==> src/rtl/core/assert_macros.svh <==
// assertion macros for the midi file parser
`ifndef ASSERT_MACROS_SVH
`define ASSERT_MACROS_SVH
`ifndef SYNTH
`define CHK_IMPL(lbl, clk, rst, a, c) \
  lbl: assert property (@(posedge clk) disable iff (!rst) (a) |-> (c)) else $error("check failed");
`define CHK_NEXT(lbl, clk, rst, a, c) \
  lbl: assert property (@(posedge clk) disable iff (!rst) (a) |=> (c)) else $error("check failed");
`else
`define CHK_IMPL(lbl, clk, rst, a, c)
`define CHK_NEXT(lbl, clk, rst, a, c)
`endif
`endif

==> src/rtl/core/mfsp_pkg.sv <==
// types and constants shared by the midi file parser
package mfsp_pkg;
  localparam int VarintMaxBytes = 4;

  localparam logic [4:0] PH_HDR_MAGIC  = 5'd0;
  localparam logic [4:0] PH_HDR_LEN    = 5'd1;
  localparam logic [4:0] PH_HDR_FORMAT = 5'd2;
  localparam logic [4:0] PH_HDR_NTRKS  = 5'd3;
  localparam logic [4:0] PH_HDR_DIV    = 5'd4;
  localparam logic [4:0] PH_HDR_SKIP   = 5'd5;
  localparam logic [4:0] PH_TRK_MAGIC  = 5'd6;
  localparam logic [4:0] PH_TRK_LEN    = 5'd7;
  localparam logic [4:0] PH_DELTA      = 5'd8;
  localparam logic [4:0] PH_STATUS     = 5'd9;
  localparam logic [4:0] PH_META_TYPE  = 5'd10;
  localparam logic [4:0] PH_META_LEN   = 5'd11;
  localparam logic [4:0] PH_TEMPO      = 5'd12;
  localparam logic [4:0] PH_META_SKIP  = 5'd13;
  localparam logic [4:0] PH_SYSEX_LEN  = 5'd14;
  localparam logic [4:0] PH_SYSEX_SKIP = 5'd15;
  localparam logic [4:0] PH_DATA1      = 5'd16;
  localparam logic [4:0] PH_DATA2      = 5'd17;
  localparam logic [4:0] PH_TAIL       = 5'd18;
  localparam logic [4:0] PH_DONE       = 5'd19;
  localparam logic [4:0] PH_REJECTED   = 5'd20;

  typedef enum logic [2:0] {
    KIND_CHANNEL = 3'd0, KIND_TEMPO = 3'd1, KIND_TRACK_END = 3'd2,
    KIND_HEADER = 3'd3, KIND_FILE_OK = 3'd4, KIND_REJECTED = 3'd5
  } kind_e;

  typedef enum logic [3:0] {
    ERR_HDR_MAGIC = 4'd0, ERR_SHORT_HDR = 4'd1, ERR_ZERO_TRACKS = 4'd2,
    ERR_DIVISION = 4'd3, ERR_TRK_MAGIC = 4'd4, ERR_OVERRUN = 4'd5,
    ERR_NO_EOT = 4'd6, ERR_LONG_VARINT = 4'd7, ERR_ZERO_TEMPO = 4'd8,
    ERR_NO_RUNNING = 4'd9, ERR_SYS_STATUS = 4'd10, ERR_DATA_HIGH = 4'd11,
    ERR_TRUNCATED = 4'd12
  } err_e;

  typedef struct packed {
    logic [7:0] byte_value;
    logic       final_byte;
  } in_t;

  typedef struct packed {
    logic [2:0]  result_kind;
    logic [15:0] track_number;
    logic [31:0] tick_time;
    logic [7:0]  status_value;
    logic [6:0]  first_data;
    logic [6:0]  second_data;
    logic [23:0] tempo_micros;
    logic [14:0] ticks_per_quarter;
    logic [15:0] track_total;
    logic [3:0]  error_code;
    logic        run_end;
  } res_t;

  // results caused by one byte, at most two
  typedef struct packed {
    logic [1:0] count;
    res_t       r0;
    res_t       r1;
  } res_pair_t;

  function automatic res_t mk_res(kind_e k, logic [15:0] trk, logic [31:0] tick);
    res_t r;
    r = '0;
    r.result_kind  = k;
    r.track_number = trk;
    r.tick_time    = tick;
    return r;
  endfunction
endpackage

==> src/rtl/core/mfsp_stream_if.sv <==
// valid/ready channel interfaces
interface mfsp_in_if;
  logic valid;
  logic ready;
  mfsp_pkg::in_t data;
  modport source (output valid, output data, input ready);
  modport sink (input valid, input data, output ready);
endinterface

interface mfsp_out_if;
  logic valid;
  logic ready;
  mfsp_pkg::res_t data;
  modport source (output valid, output data, input ready);
  modport sink (input valid, input data, output ready);
endinterface

==> src/rtl/core/mfsp_decoder.sv <==
// byte decoder: parse state and result generation for one byte per cycle, advancing only while step_i is high
module mfsp_decoder (
  input  logic                clk_i,
  input  logic                rst_ni,
  input  logic                step_i,
  input  mfsp_pkg::in_t       in_i,
  output mfsp_pkg::res_pair_t res_o
);
  import mfsp_pkg::*;

  logic [4:0]  phase_q, phase_d;
  logic [2:0]  cnt_q, cnt_d;
  logic [31:0] shift_q, shift_d;
  logic [31:0] skip_q, skip_d;
  logic [15:0] ntrk_q, ntrk_d;
  logic [15:0] trk_q, trk_d;
  logic [31:0] left_q, left_d;
  logic [31:0] tick_q, tick_d;
  logic [7:0]  run_q, run_d;
  logic [7:0]  meta_q, meta_d;
  logic [7:0]  hstat_q, hstat_d;
  logic [6:0]  hdata_q, hdata_d;
  logic [14:0] div_q, div_d;

  res_pair_t rp;
  logic [7:0]  b;
  logic [2:0]  cnt_inc;
  logic [31:0] acc8, acc7;
  logic [15:0] trk_inc;
  logic [7:0]  hi;

  always_comb begin
    // state update helpers, kept as intermediate variables
    logic [7:0] mexp;
    logic       vdone, verr, evt_done, do_meta_end, take1;
    logic [7:0] hs;
    b       = in_i.byte_value;
    cnt_inc = cnt_q + 3'd1;
    acc8    = {shift_q[23:0], b};
    acc7    = {shift_q[24:0], b[6:0]};
    trk_inc = trk_q + 16'd1;
    hi      = 8'h00;
    mexp    = 8'h00;
    vdone = 1'b0; verr = 1'b0; evt_done = 1'b0; do_meta_end = 1'b0; take1 = 1'b0;
    hs = hstat_q;
    rp = '0;
    phase_d = phase_q; cnt_d = cnt_q; shift_d = shift_q; skip_d = skip_q;
    ntrk_d = ntrk_q; trk_d = trk_q; left_d = left_q; tick_d = tick_q;
    run_d = run_q; meta_d = meta_q; hstat_d = hstat_q; hdata_d = hdata_q;
    div_d = div_q;

    if (phase_q >= PH_DELTA && phase_q <= PH_TAIL && left_q == 32'd0) begin
      rp.count = 2'd1;
      rp.r0 = mk_res(KIND_REJECTED, trk_q, 32'd0);
      rp.r0.error_code = ERR_OVERRUN;
      phase_d = PH_REJECTED; cnt_d = '0; shift_d = '0;
    end else begin
      if (phase_q >= PH_DELTA && phase_q <= PH_TAIL) left_d = left_q - 32'd1;
      // varint step shared by delta and length phases
      if (phase_q == PH_DELTA || phase_q == PH_META_LEN || phase_q == PH_SYSEX_LEN) begin
        shift_d = acc7;
        cnt_d   = cnt_inc;
        vdone   = !b[7];
        verr    = b[7] && (cnt_inc >= 3'(VarintMaxBytes));
      end
      unique case (phase_q)
        PH_HDR_MAGIC, PH_TRK_MAGIC: begin
          unique case (cnt_q[1:0])
            2'd0: mexp = 8'h4d;
            2'd1: mexp = 8'h54;
            2'd2: mexp = (phase_q == PH_HDR_MAGIC) ? 8'h68 : 8'h72;
            default: mexp = (phase_q == PH_HDR_MAGIC) ? 8'h64 : 8'h6b;
          endcase
          if (b != mexp) begin
            rp.count = 2'd1;
            rp.r0 = mk_res(KIND_REJECTED, trk_q, 32'd0);
            rp.r0.error_code = (phase_q == PH_HDR_MAGIC) ? ERR_HDR_MAGIC : ERR_TRK_MAGIC;
            phase_d = PH_REJECTED; cnt_d = '0; shift_d = '0;
          end else if (cnt_inc >= 3'd4) begin
            phase_d = (phase_q == PH_HDR_MAGIC) ? PH_HDR_LEN : PH_TRK_LEN;
            cnt_d = '0; shift_d = '0;
          end else begin
            cnt_d = cnt_inc;
          end
        end
        PH_HDR_LEN: begin
          shift_d = acc8; cnt_d = cnt_inc;
          if (cnt_inc >= 3'd4) begin
            cnt_d = '0; shift_d = '0;
            if (acc8 < 32'd6) begin
              rp.count = 2'd1;
              rp.r0 = mk_res(KIND_REJECTED, trk_q, 32'd0);
              rp.r0.error_code = ERR_SHORT_HDR;
              phase_d = PH_REJECTED;
            end else begin
              skip_d = acc8 - 32'd6;
              phase_d = PH_HDR_FORMAT;
            end
          end
        end
        PH_HDR_FORMAT, PH_HDR_NTRKS, PH_HDR_DIV: begin
          shift_d = acc8; cnt_d = cnt_inc;
          if (cnt_inc >= 3'd2) begin
            cnt_d = '0; shift_d = '0;
            if (phase_q == PH_HDR_FORMAT) begin
              phase_d = PH_HDR_NTRKS;
            end else if (phase_q == PH_HDR_NTRKS) begin
              ntrk_d = acc8[15:0];
              phase_d = PH_HDR_DIV;
            end else if (ntrk_q == 16'd0 || acc8[15] || acc8[15:0] == 16'd0) begin
              rp.count = 2'd1;
              rp.r0 = mk_res(KIND_REJECTED, trk_q, 32'd0);
              rp.r0.error_code = (ntrk_q == 16'd0) ? ERR_ZERO_TRACKS : ERR_DIVISION;
              phase_d = PH_REJECTED;
            end else begin
              div_d = acc8[14:0];
              trk_d = 16'd0;
              rp.count = 2'd1;
              rp.r0 = mk_res(KIND_HEADER, 16'd0, 32'd0);
              rp.r0.ticks_per_quarter = acc8[14:0];
              rp.r0.track_total = ntrk_q;
              phase_d = (skip_q == 32'd0) ? PH_TRK_MAGIC : PH_HDR_SKIP;
            end
          end
        end
        PH_HDR_SKIP: begin
          skip_d = skip_q - 32'd1;
          if (skip_d == 32'd0) begin
            phase_d = PH_TRK_MAGIC; cnt_d = '0; shift_d = '0;
          end
        end
        PH_TRK_LEN: begin
          shift_d = acc8; cnt_d = cnt_inc;
          if (cnt_inc >= 3'd4) begin
            cnt_d = '0; shift_d = '0;
            left_d = acc8; tick_d = '0; run_d = '0;
            if (acc8 == 32'd0) begin
              rp.count = 2'd1;
              rp.r0 = mk_res(KIND_REJECTED, trk_q, 32'd0);
              rp.r0.error_code = ERR_NO_EOT;
              phase_d = PH_REJECTED;
            end else begin
              phase_d = PH_DELTA;
            end
          end
        end
        PH_DELTA: begin
          if (vdone) begin
            tick_d = tick_q + acc7;
            phase_d = PH_STATUS; cnt_d = '0; shift_d = '0;
          end
        end
        PH_STATUS: begin
          cnt_d = '0; shift_d = '0;
          if (b == 8'hff) begin
            run_d = '0; phase_d = PH_META_TYPE;
          end else if (b == 8'hf0 || b == 8'hf7) begin
            run_d = '0; phase_d = PH_SYSEX_LEN;
          end else if (b[7]) begin
            if (b >= 8'hf0) begin
              rp.count = 2'd1;
              rp.r0 = mk_res(KIND_REJECTED, trk_q, 32'd0);
              rp.r0.error_code = ERR_SYS_STATUS;
              phase_d = PH_REJECTED;
            end else begin
              hstat_d = b; run_d = b; phase_d = PH_DATA1;
            end
          end else if (!run_q[7]) begin
            rp.count = 2'd1;
            rp.r0 = mk_res(KIND_REJECTED, trk_q, 32'd0);
            rp.r0.error_code = ERR_NO_RUNNING;
            phase_d = PH_REJECTED;
          end else begin
            hs = run_q; hstat_d = run_q; take1 = 1'b1;
          end
        end
        PH_DATA1: begin
          if (b[7]) begin
            rp.count = 2'd1;
            rp.r0 = mk_res(KIND_REJECTED, trk_q, 32'd0);
            rp.r0.error_code = ERR_DATA_HIGH;
            phase_d = PH_REJECTED; cnt_d = '0; shift_d = '0;
          end else begin
            take1 = 1'b1;
          end
        end
        PH_DATA2: begin
          if (b[7]) begin
            rp.count = 2'd1;
            rp.r0 = mk_res(KIND_REJECTED, trk_q, 32'd0);
            rp.r0.error_code = ERR_DATA_HIGH;
            phase_d = PH_REJECTED; cnt_d = '0; shift_d = '0;
          end else begin
            rp.count = 2'd1;
            rp.r0 = mk_res(KIND_CHANNEL, trk_q, tick_q);
            rp.r0.status_value = hstat_q;
            rp.r0.first_data = hdata_q;
            rp.r0.second_data = b[6:0];
            evt_done = 1'b1;
          end
        end
        PH_META_TYPE: begin
          meta_d = b; phase_d = PH_META_LEN; cnt_d = '0; shift_d = '0;
        end
        PH_META_LEN: begin
          if (vdone) begin
            cnt_d = '0; shift_d = '0;
            if (meta_q == 8'h51 && acc7 == 32'd3) phase_d = PH_TEMPO;
            else if (acc7 == 32'd0) do_meta_end = 1'b1;
            else begin
              skip_d = acc7; phase_d = PH_META_SKIP;
            end
          end
        end
        PH_TEMPO: begin
          shift_d = acc8; cnt_d = cnt_inc;
          if (cnt_inc >= 3'd3) begin
            cnt_d = '0; shift_d = '0;
            rp.count = 2'd1;
            if (acc8[23:0] == 24'd0) begin
              rp.r0 = mk_res(KIND_REJECTED, trk_q, 32'd0);
              rp.r0.error_code = ERR_ZERO_TEMPO;
              phase_d = PH_REJECTED;
            end else begin
              rp.r0 = mk_res(KIND_TEMPO, trk_q, tick_q);
              rp.r0.tempo_micros = acc8[23:0];
              evt_done = 1'b1;
            end
          end
        end
        PH_META_SKIP: begin
          skip_d = skip_q - 32'd1;
          if (skip_d == 32'd0) do_meta_end = 1'b1;
        end
        PH_SYSEX_LEN: begin
          if (vdone) begin
            cnt_d = '0; shift_d = '0;
            if (acc7 == 32'd0) evt_done = 1'b1;
            else begin
              skip_d = acc7; phase_d = PH_SYSEX_SKIP;
            end
          end
        end
        PH_SYSEX_SKIP: begin
          skip_d = skip_q - 32'd1;
          if (skip_d == 32'd0) evt_done = 1'b1;
        end
        PH_TAIL: begin
          if (left_d == 32'd0) begin
            trk_d = trk_inc; cnt_d = '0; shift_d = '0;
            if (trk_inc == ntrk_q) begin
              rp.count = 2'd1;
              rp.r0 = mk_res(KIND_FILE_OK, trk_inc, 32'd0);
              phase_d = PH_DONE;
            end else phase_d = PH_TRK_MAGIC;
          end
        end
        PH_DONE: begin
        end
        default: phase_d = PH_REJECTED;
      endcase

      if (verr && !vdone) begin
        rp.count = 2'd1;
        rp.r0 = mk_res(KIND_REJECTED, trk_q, 32'd0);
        rp.r0.error_code = ERR_LONG_VARINT;
        phase_d = PH_REJECTED; cnt_d = '0; shift_d = '0;
      end

      if (take1) begin
        hi = hs & 8'hf0;
        hdata_d = b[6:0];
        if (hi == 8'hc0 || hi == 8'hd0) begin
          rp.count = 2'd1;
          rp.r0 = mk_res(KIND_CHANNEL, trk_q, tick_q);
          rp.r0.status_value = hs;
          rp.r0.first_data = b[6:0];
          evt_done = 1'b1;
        end else begin
          phase_d = PH_DATA2; cnt_d = '0; shift_d = '0;
        end
      end

      if (do_meta_end) begin
        if (meta_q == 8'h2f) begin
          // track end, then tail skip, next track, or file done after the last track
          rp.count = 2'd1;
          rp.r0 = mk_res(KIND_TRACK_END, trk_q, tick_q);
          cnt_d = '0; shift_d = '0;
          if (left_d != 32'd0) phase_d = PH_TAIL;
          else begin
            trk_d = trk_inc;
            if (trk_inc == ntrk_q) begin
              rp.count = 2'd2;
              rp.r1 = mk_res(KIND_FILE_OK, trk_inc, 32'd0);
              phase_d = PH_DONE;
            end else phase_d = PH_TRK_MAGIC;
          end
        end else evt_done = 1'b1;
      end

      if (evt_done) begin
        cnt_d = '0; shift_d = '0;
        if (left_d == 32'd0) begin
          rp.count = rp.count + 2'd1;
          if (rp.count == 2'd2) begin
            rp.r1 = mk_res(KIND_REJECTED, trk_q, 32'd0);
            rp.r1.error_code = ERR_NO_EOT;
          end else begin
            rp.r0 = mk_res(KIND_REJECTED, trk_q, 32'd0);
            rp.r0.error_code = ERR_NO_EOT;
          end
          phase_d = PH_REJECTED;
        end else phase_d = PH_DELTA;
      end
    end

    if (in_i.final_byte) begin
      if (phase_d != PH_DONE && phase_d != PH_REJECTED && rp.count != 2'd2) begin
        if (rp.count == 2'd1) begin
          rp.r1 = mk_res(KIND_REJECTED, trk_d, 32'd0);
          rp.r1.error_code = ERR_TRUNCATED;
        end else begin
          rp.r0 = mk_res(KIND_REJECTED, trk_d, 32'd0);
          rp.r0.error_code = ERR_TRUNCATED;
        end
        rp.count = rp.count + 2'd1;
      end
      phase_d = PH_HDR_MAGIC; cnt_d = '0; shift_d = '0; skip_d = '0;
      ntrk_d = '0; trk_d = '0; left_d = '0; tick_d = '0; run_d = '0;
      meta_d = '0; hstat_d = '0; hdata_d = '0; div_d = '0;
    end
    if (rp.count == 2'd1) rp.r0.run_end = 1'b1;
    if (rp.count == 2'd2) rp.r1.run_end = 1'b1;
  end

  assign res_o = rp;

  always_ff @(posedge clk_i or negedge rst_ni) begin
    if (!rst_ni) begin
      phase_q <= PH_HDR_MAGIC; cnt_q <= '0; shift_q <= '0; skip_q <= '0;
      ntrk_q <= '0; trk_q <= '0; left_q <= '0; tick_q <= '0; run_q <= '0;
      meta_q <= '0; hstat_q <= '0; hdata_q <= '0; div_q <= '0;
    end else if (step_i) begin
      phase_q <= phase_d; cnt_q <= cnt_d; shift_q <= shift_d; skip_q <= skip_d;
      ntrk_q <= ntrk_d; trk_q <= trk_d; left_q <= left_d; tick_q <= tick_d;
      run_q <= run_d; meta_q <= meta_d; hstat_q <= hstat_d; hdata_q <= hdata_d;
      div_q <= div_d;
    end
  end
endmodule

==> src/rtl/core/mfsp_out_queue.sv <==
// four-entry result queue with a registered head
`include "assert_macros.svh"
module mfsp_out_queue (
  input  logic                clk_i,
  input  logic                rst_ni,
  input  logic                push_i,
  input  mfsp_pkg::res_pair_t pair_i,
  output logic                space_o,
  mfsp_out_if.source          out_o
);
  import mfsp_pkg::*;

  res_t       ent_q [4];
  logic [1:0] rd_q, wr_q;
  logic [2:0] fill_q;
  logic       pop;
  logic [1:0] nin;

  assign pop     = out_o.valid && out_o.ready;
  assign nin     = push_i ? pair_i.count : 2'd0;
  // room for two more results after this cycle
  assign space_o = (fill_q <= 3'd2);
  assign out_o.valid = (fill_q != 3'd0);
  assign out_o.data  = ent_q[rd_q];

  always_ff @(posedge clk_i or negedge rst_ni) begin
    if (!rst_ni) begin
      rd_q <= '0; wr_q <= '0; fill_q <= '0;
    end else begin
      rd_q   <= rd_q + {1'b0, pop};
      wr_q   <= wr_q + nin;
      fill_q <= fill_q + {1'b0, nin} - {2'b0, pop};
    end
  end

  always_ff @(posedge clk_i) begin
    if (nin != 2'd0) ent_q[wr_q] <= pair_i.r0;
    if (nin == 2'd2) ent_q[wr_q + 2'd1] <= pair_i.r1;
  end

  `CHK_IMPL(no_overflow, clk_i, rst_ni, push_i, fill_q <= 3'd2)
  `CHK_IMPL(fill_range, clk_i, rst_ni, 1'b1, fill_q <= 3'd4)
  `CHK_NEXT(fill_track, clk_i, rst_ni, !push_i && !pop, $stable(fill_q))
endmodule

==> src/rtl/core/midi_file_stream_parser.sv <==
// midi file stream parser top level
// a byte's results are registered in the result queue and offered from the cycle after it is accepted
// throughput: one byte per cycle while input ready is high; a byte yields up to two results, drained one per
// cycle while output ready is high; input ready drops while the four-entry result queue holds more than two results
// reset: asynchronous active low, parser returns to expecting the header magic
// the final byte also returns all parse state to its reset values
module midi_file_stream_parser (
  input  logic       clk_i,
  input  logic       rst_ni,
  mfsp_in_if.sink    in_i,
  mfsp_out_if.source out_o
);
  import mfsp_pkg::*;

  logic      step;
  logic      space;
  res_pair_t pair;

  assign in_i.ready = space;
  assign step = in_i.valid && space;

  mfsp_decoder u_dec (
    .clk_i  (clk_i),
    .rst_ni (rst_ni),
    .step_i (step),
    .in_i   (in_i.data),
    .res_o  (pair)
  );

  mfsp_out_queue u_q (
    .clk_i   (clk_i),
    .rst_ni  (rst_ni),
    .push_i  (step),
    .pair_i  (pair),
    .space_o (space),
    .out_o   (out_o)
  );
endmodule

==> src/flat_wrapper.sv <==
// flat-port wrapper written by rule: the top's interface ports become plain ports
module midi_file_stream_parser_flat import mfsp_pkg::*;
  (clk_i, rst_ni, in_i_valid, in_i_data, in_i_ready, out_o_valid, out_o_data, out_o_ready);
  mfsp_in_if in_i_i ();
  mfsp_out_if out_o_i ();
  input  logic clk_i;
  input  logic rst_ni;
  input wire logic [$bits(in_i_i.valid)-1:0] in_i_valid;
  input wire logic [$bits(in_i_i.data)-1:0] in_i_data;
  output wire logic [$bits(in_i_i.ready)-1:0] in_i_ready;
  output wire logic [$bits(out_o_i.valid)-1:0] out_o_valid;
  output wire logic [$bits(out_o_i.data)-1:0] out_o_data;
  input wire logic [$bits(out_o_i.ready)-1:0] out_o_ready;
  assign in_i_i.valid = in_i_valid;
  assign in_i_i.data = in_i_data;
  assign in_i_ready = in_i_i.ready;
  assign out_o_valid = out_o_i.valid;
  assign out_o_data = out_o_i.data;
  assign out_o_i.ready = out_o_ready;
  midi_file_stream_parser u_core (.clk_i(clk_i), .rst_ni(rst_ni), .in_i(in_i_i), .out_o(out_o_i));
endmodule
==> config.mk <==
export PLATFORM = sky130hd
export DESIGN_NAME = midi_file_stream_parser_flat
export DESIGN_NICKNAME = d
export VERILOG_FILES = /design/src/rtl/core/mfsp_pkg.sv /design/src/rtl/core/mfsp_stream_if.sv /design/src/rtl/core/mfsp_decoder.sv /design/src/rtl/core/mfsp_out_queue.sv /design/src/rtl/core/midi_file_stream_parser.sv /design/src/flat_wrapper.sv
export VERILOG_INCLUDE_DIRS = /design/src /design/src/rtl/core
export SDC_FILE = /design/constraint.sdc
export NUM_CORES = 2
export LEC_CHECK = 0
export CORE_AREA = 2 2 318 320
export CTS_BUF_LIST = sky130_fd_sc_hd__clkbuf_4 sky130_fd_sc_hd__clkbuf_8 sky130_fd_sc_hd__clkbuf_16
export CTS_CLUSTER_SIZE = 30
export DETAILED_ROUTE_END_ITERATION = 12
export DIE_AREA = 0 0 320 322
export DONT_BUFFER_PORTS = 1
export GPL_TIMING_DRIVEN = 0
export HOLD_SLACK_MARGIN = 0.08
export SYNTH_ARGS = -nofsm -noshare
export SYNTH_HDL_FRONTEND = slang
export SYNTH_SLANG_ARGS = --single-unit
==> constraint.sdc <==
create_clock -name clk_i -period 20.6 [get_ports clk_i]
set_input_delay 1.03 -clock clk_i [delete_from_list [all_inputs] [get_ports clk_i]]
set_output_delay 1.03 -clock clk_i [all_outputs]
set_load 0.01 [all_outputs]
==> flow_summary.toml <==
[run_status]
status = "finished with violations"
violations = "capacitance limit"

[global_route]
grt_pass1_wl_mm = 248
grt-ovfl-total = 0
grt_pass1_vias = 35900
grt_usage_pct = 32.1
grt_start_max_net_pins = 109
grt_antenna_before_repair = 8

[critical_path]
end_kind = "register"
cp_max_fo = 22
r2r_start = "u_core.u_dec.skip_q[0]$_DFFE_PN0P_"
crit_path_start_kind = "register"
crit_arrival_ns = 10.54
crit_required_ns = 20.74
r2r_end = "u_core.u_q.ent_q[0][126]$_DFFE_PP_"
r2r_cells = 24
worstSetupPathType = "register to register"
rrSetupSlack_ns = 10.20

[yosys]
synth_edf_count = 88
ys_ff_latch = 731
yosys.area.top_type = "dfxtp_1"
syn_area_per_cell_um2 = 8.74
async_flop_share_pct = 27.2
synth_ff_type = "dfxtp_1"
yosys-top-cells-area = "dfxtp_1 23%, dfrtp_1 13%, mux4_2 7.6%"
synthTopCellsByCount = "630 x nand2_1, 500 x nand3_1, 444 x dfxtp_1"
synth_cells = 4514
yosysSeqAreaShare_pct = 41.9
synth_nets = 4579
yosys_warnings = 0
ys_types = 91
yosysMostFrequentCell = "nand2_1"
syn_area_um2 = 39400
yosys.area.top_type_share_pct = 22.5

[clock_tree]
numClockSinks = 731
insertion_delay_ns = 0.69
cts_hold_buf = 4
cts_tree = "built"
cts_buffers = 84
root_buffer = "clkbuf_16"
postCtsSetupBuffers = 0
clk_path_buf_depth = 3
cts-htree-levels = 3
cts_resized = 0
cts.clk_slew.worst_paths_ns = 0.06

[routing]
vias = 38700
wl_per_cell_um = 28.4
first_pass_iters = 6
drtIter0Drc = 5362
ant_nets = 0
post-route-drc-count = 0
avgViaCountPerCell = 6.47
wl_mm = 170

[min_path]
hold_path.class = "primary input to asynchronous set/reset pin"

[pwr]
p_per_area_nw_per_um2 = 138
p_leak_nw = 16.4
vdd_ir_drop_max_uv = 74.2
p_total_mw = 6.10

[sta]
max_freq_mhz = 96.2
period_needed_ns = 10.40
rsz0062_at_grt = "no"
fin_setup_tns_ns = 0
final_max_slew_viol_count = 0
finClkSkew_ns = 0.0447
worst_pin_slew_ns = 1.47
setup-violations-final = 0
relSlewSlack_pct = 0.629
finalHoldViolCount = 0
finalCritPeriodShare_pct = 50.5
worst_slack_ns = 10.20

[final_layout]
drive_above_1_share_pct = 8.71
fillers = 9842
multiInputGateArea_um2 = 20900
finish.utilization_pct = 44.4
area_growth_pct = 12.1
regArea_um2 = 16500
final_nets = 4670

[die]
coreArea_um2 = 99600
rows = 116
start_util_pct = 39.6
die_x_um = 320
dieHeight_um = 322
die_area_um2 = 103000
io_pins = 148

[placement]
portBuffers = 0
place_congestion = 1.00
dp_hpwl_mm = 124
pre_cts_ws_ns = 10.56

[job]
maxCapViolCount = 1
==> worst max-delay path by stage <==
stage                                              end  slack, ns                                from
detailed placement  u_core.u_q.ent_q[0][127]$_DFFE_PP_      10.56  u_core.u_dec.left_q[0]$_DFFE_PN0P_
CTS                   u_core.u_q.ent_q[0][4]$_DFFE_PP_      10.58  u_core.u_dec.skip_q[0]$_DFFE_PN0P_
floorplan             u_core.u_q.ent_q[0][0]$_DFFE_PP_      13.75  u_core.u_dec.left_q[0]$_DFFE_PN0P_
finish              u_core.u_q.ent_q[0][126]$_DFFE_PP_      10.20  u_core.u_dec.skip_q[0]$_DFFE_PN0P_
global route        u_core.u_q.ent_q[0][122]$_DFFE_PP_       9.83  u_core.u_dec.left_q[5]$_DFFE_PN0P_
global placement    u_core.u_q.ent_q[0][126]$_DFFE_PP_      10.57  u_core.u_dec.left_q[0]$_DFFE_PN0P_
==> final cells by class <==
class	instances	share of cell area [%]
timing repair buffer	5	0.209
buffer	447	4.10
multi-input combinational	3274	47.3
antenna	8	0.0453
tap	1298	3.67
clock buffer	116	5.65
inverter	62	0.526
sequential	731	37.3
clock inverter	40	1.21
==> sequential cells by signal (all words and copies together) (netlist names), 7 cells and up <==
signal,cells
u_core.u_dec.hdata_q,7
u_core.u_dec.hstat_q,8
u_core.u_dec.left_q,32
u_core.u_dec.meta_q,8
u_core.u_dec.ntrk_q,16
u_core.u_dec.run_q,8
u_core.u_dec.shift_q,25
u_core.u_dec.skip_q,32
u_core.u_dec.tick_q,32
u_core.u_dec.trk_q,16
u_core.u_q.ent_q,532
==> layout by cell type (no fill, tap or decap), types with 27 or more instances in the layout <==
| master | instances |
|---|---|
| xnor2_1 | 69 |
| nor4_1 | 45 |
| edfxtp_1 | 88 |
| o22ai_1 | 84 |
| inv_1 | 59 |
| o31ai_1 | 73 |
| buf_1 | 56 |
| or3_1 | 28 |
| dfrtp_1 | 199 |
| nand2_1 | 630 |
| a22o_1 | 112 |
| nand3_1 | 500 |
| o21ai_0 | 326 |
| nand4_1 | 60 |
| buf_2 | 59 |
| dfxtp_1 | 444 |
| clkbuf_16 | 89 |
| nor2_1 | 202 |
| clkbuf_1 | 323 |
| mux4_2 | 133 |
| a21oi_1 | 365 |
| and3_1 | 27 |
| nor3_1 | 73 |
| xor2_1 | 52 |
| a221oi_1 | 31 |
| ha_1 | 50 |
==> metrics by stage <==
stage / instance area, um^2 / cells / hold slack [ns]
finish: 44200 / 5981 / 0.217
global route: 44200 / 5980 / 0.226
CTS: 44200 / 5973 / 0.207
detailed placement: 41100 / 5813 / 0.444
global placement: 41100 / 5812 / 0.439
floorplan: 39400 / 4514 / 0.427
==> routing by layer <==
layer | global-route usage, % | share of wire, % | up-vias
li1 | - | - | 16900
met1 | 42.8 | 40 | 19100
met2 | 49.2 | 44 | 2260
met3 | 6.76 | 10 | 461
met4 | 16.4 | 5.6 | 10
met5 | 0 | 0.042 | -
==> critical path, cell delays in order, from the launching register on <==
cell	delay, ns
dfrtp_1	0.44
inv_1	0.10
ha_1	0.31
nor4b_1	0.35
clkbuf_1	0.56
nand3_1	0.47
xor2_1	0.37
nand4_1	0.14
nor4b_1	1.02
a32o_1	0.31
nand2_1	0.12
or3_1	0.34
clkbuf_1	0.22
clkbuf_1	0.38
ha_1	0.41
nand2_1	0.07
nand2_1	0.10
ha_1	0.24
nor4_1	0.76
nand4_1	0.32
nand3_1	0.27
buf_2	0.43
buf_2	0.43
buf_1	0.72
nand2_1	0.92
==> where the power goes <==
part           total (mW)  internal, mW  switching (mW)
clock                1.64         0.971           0.667
sequential           1.74          1.60           0.144
combinational        2.72         0.770            1.95
==> logic make-up (layout without fill, tap and decap cells) <==
logic type / Yosys count / in the layout / synth area share (%)
AOI/OAI and AO/OA: 1212 / 1212 / 19.3
xor gates and xnor gates: 121 / 121 / 2.69
adders and majority gates: 52 / 52 / 1.69
buffers and inverters: 509 / 670 / 5.19
DFF: 731 / 731 / 41.9
muxes: 158 / 158 / 8.25
other: 0 / 8 / 0
and+or+nand+nor: 1731 / 1731 / 21.0
Power figures use the tool's default switching activity.
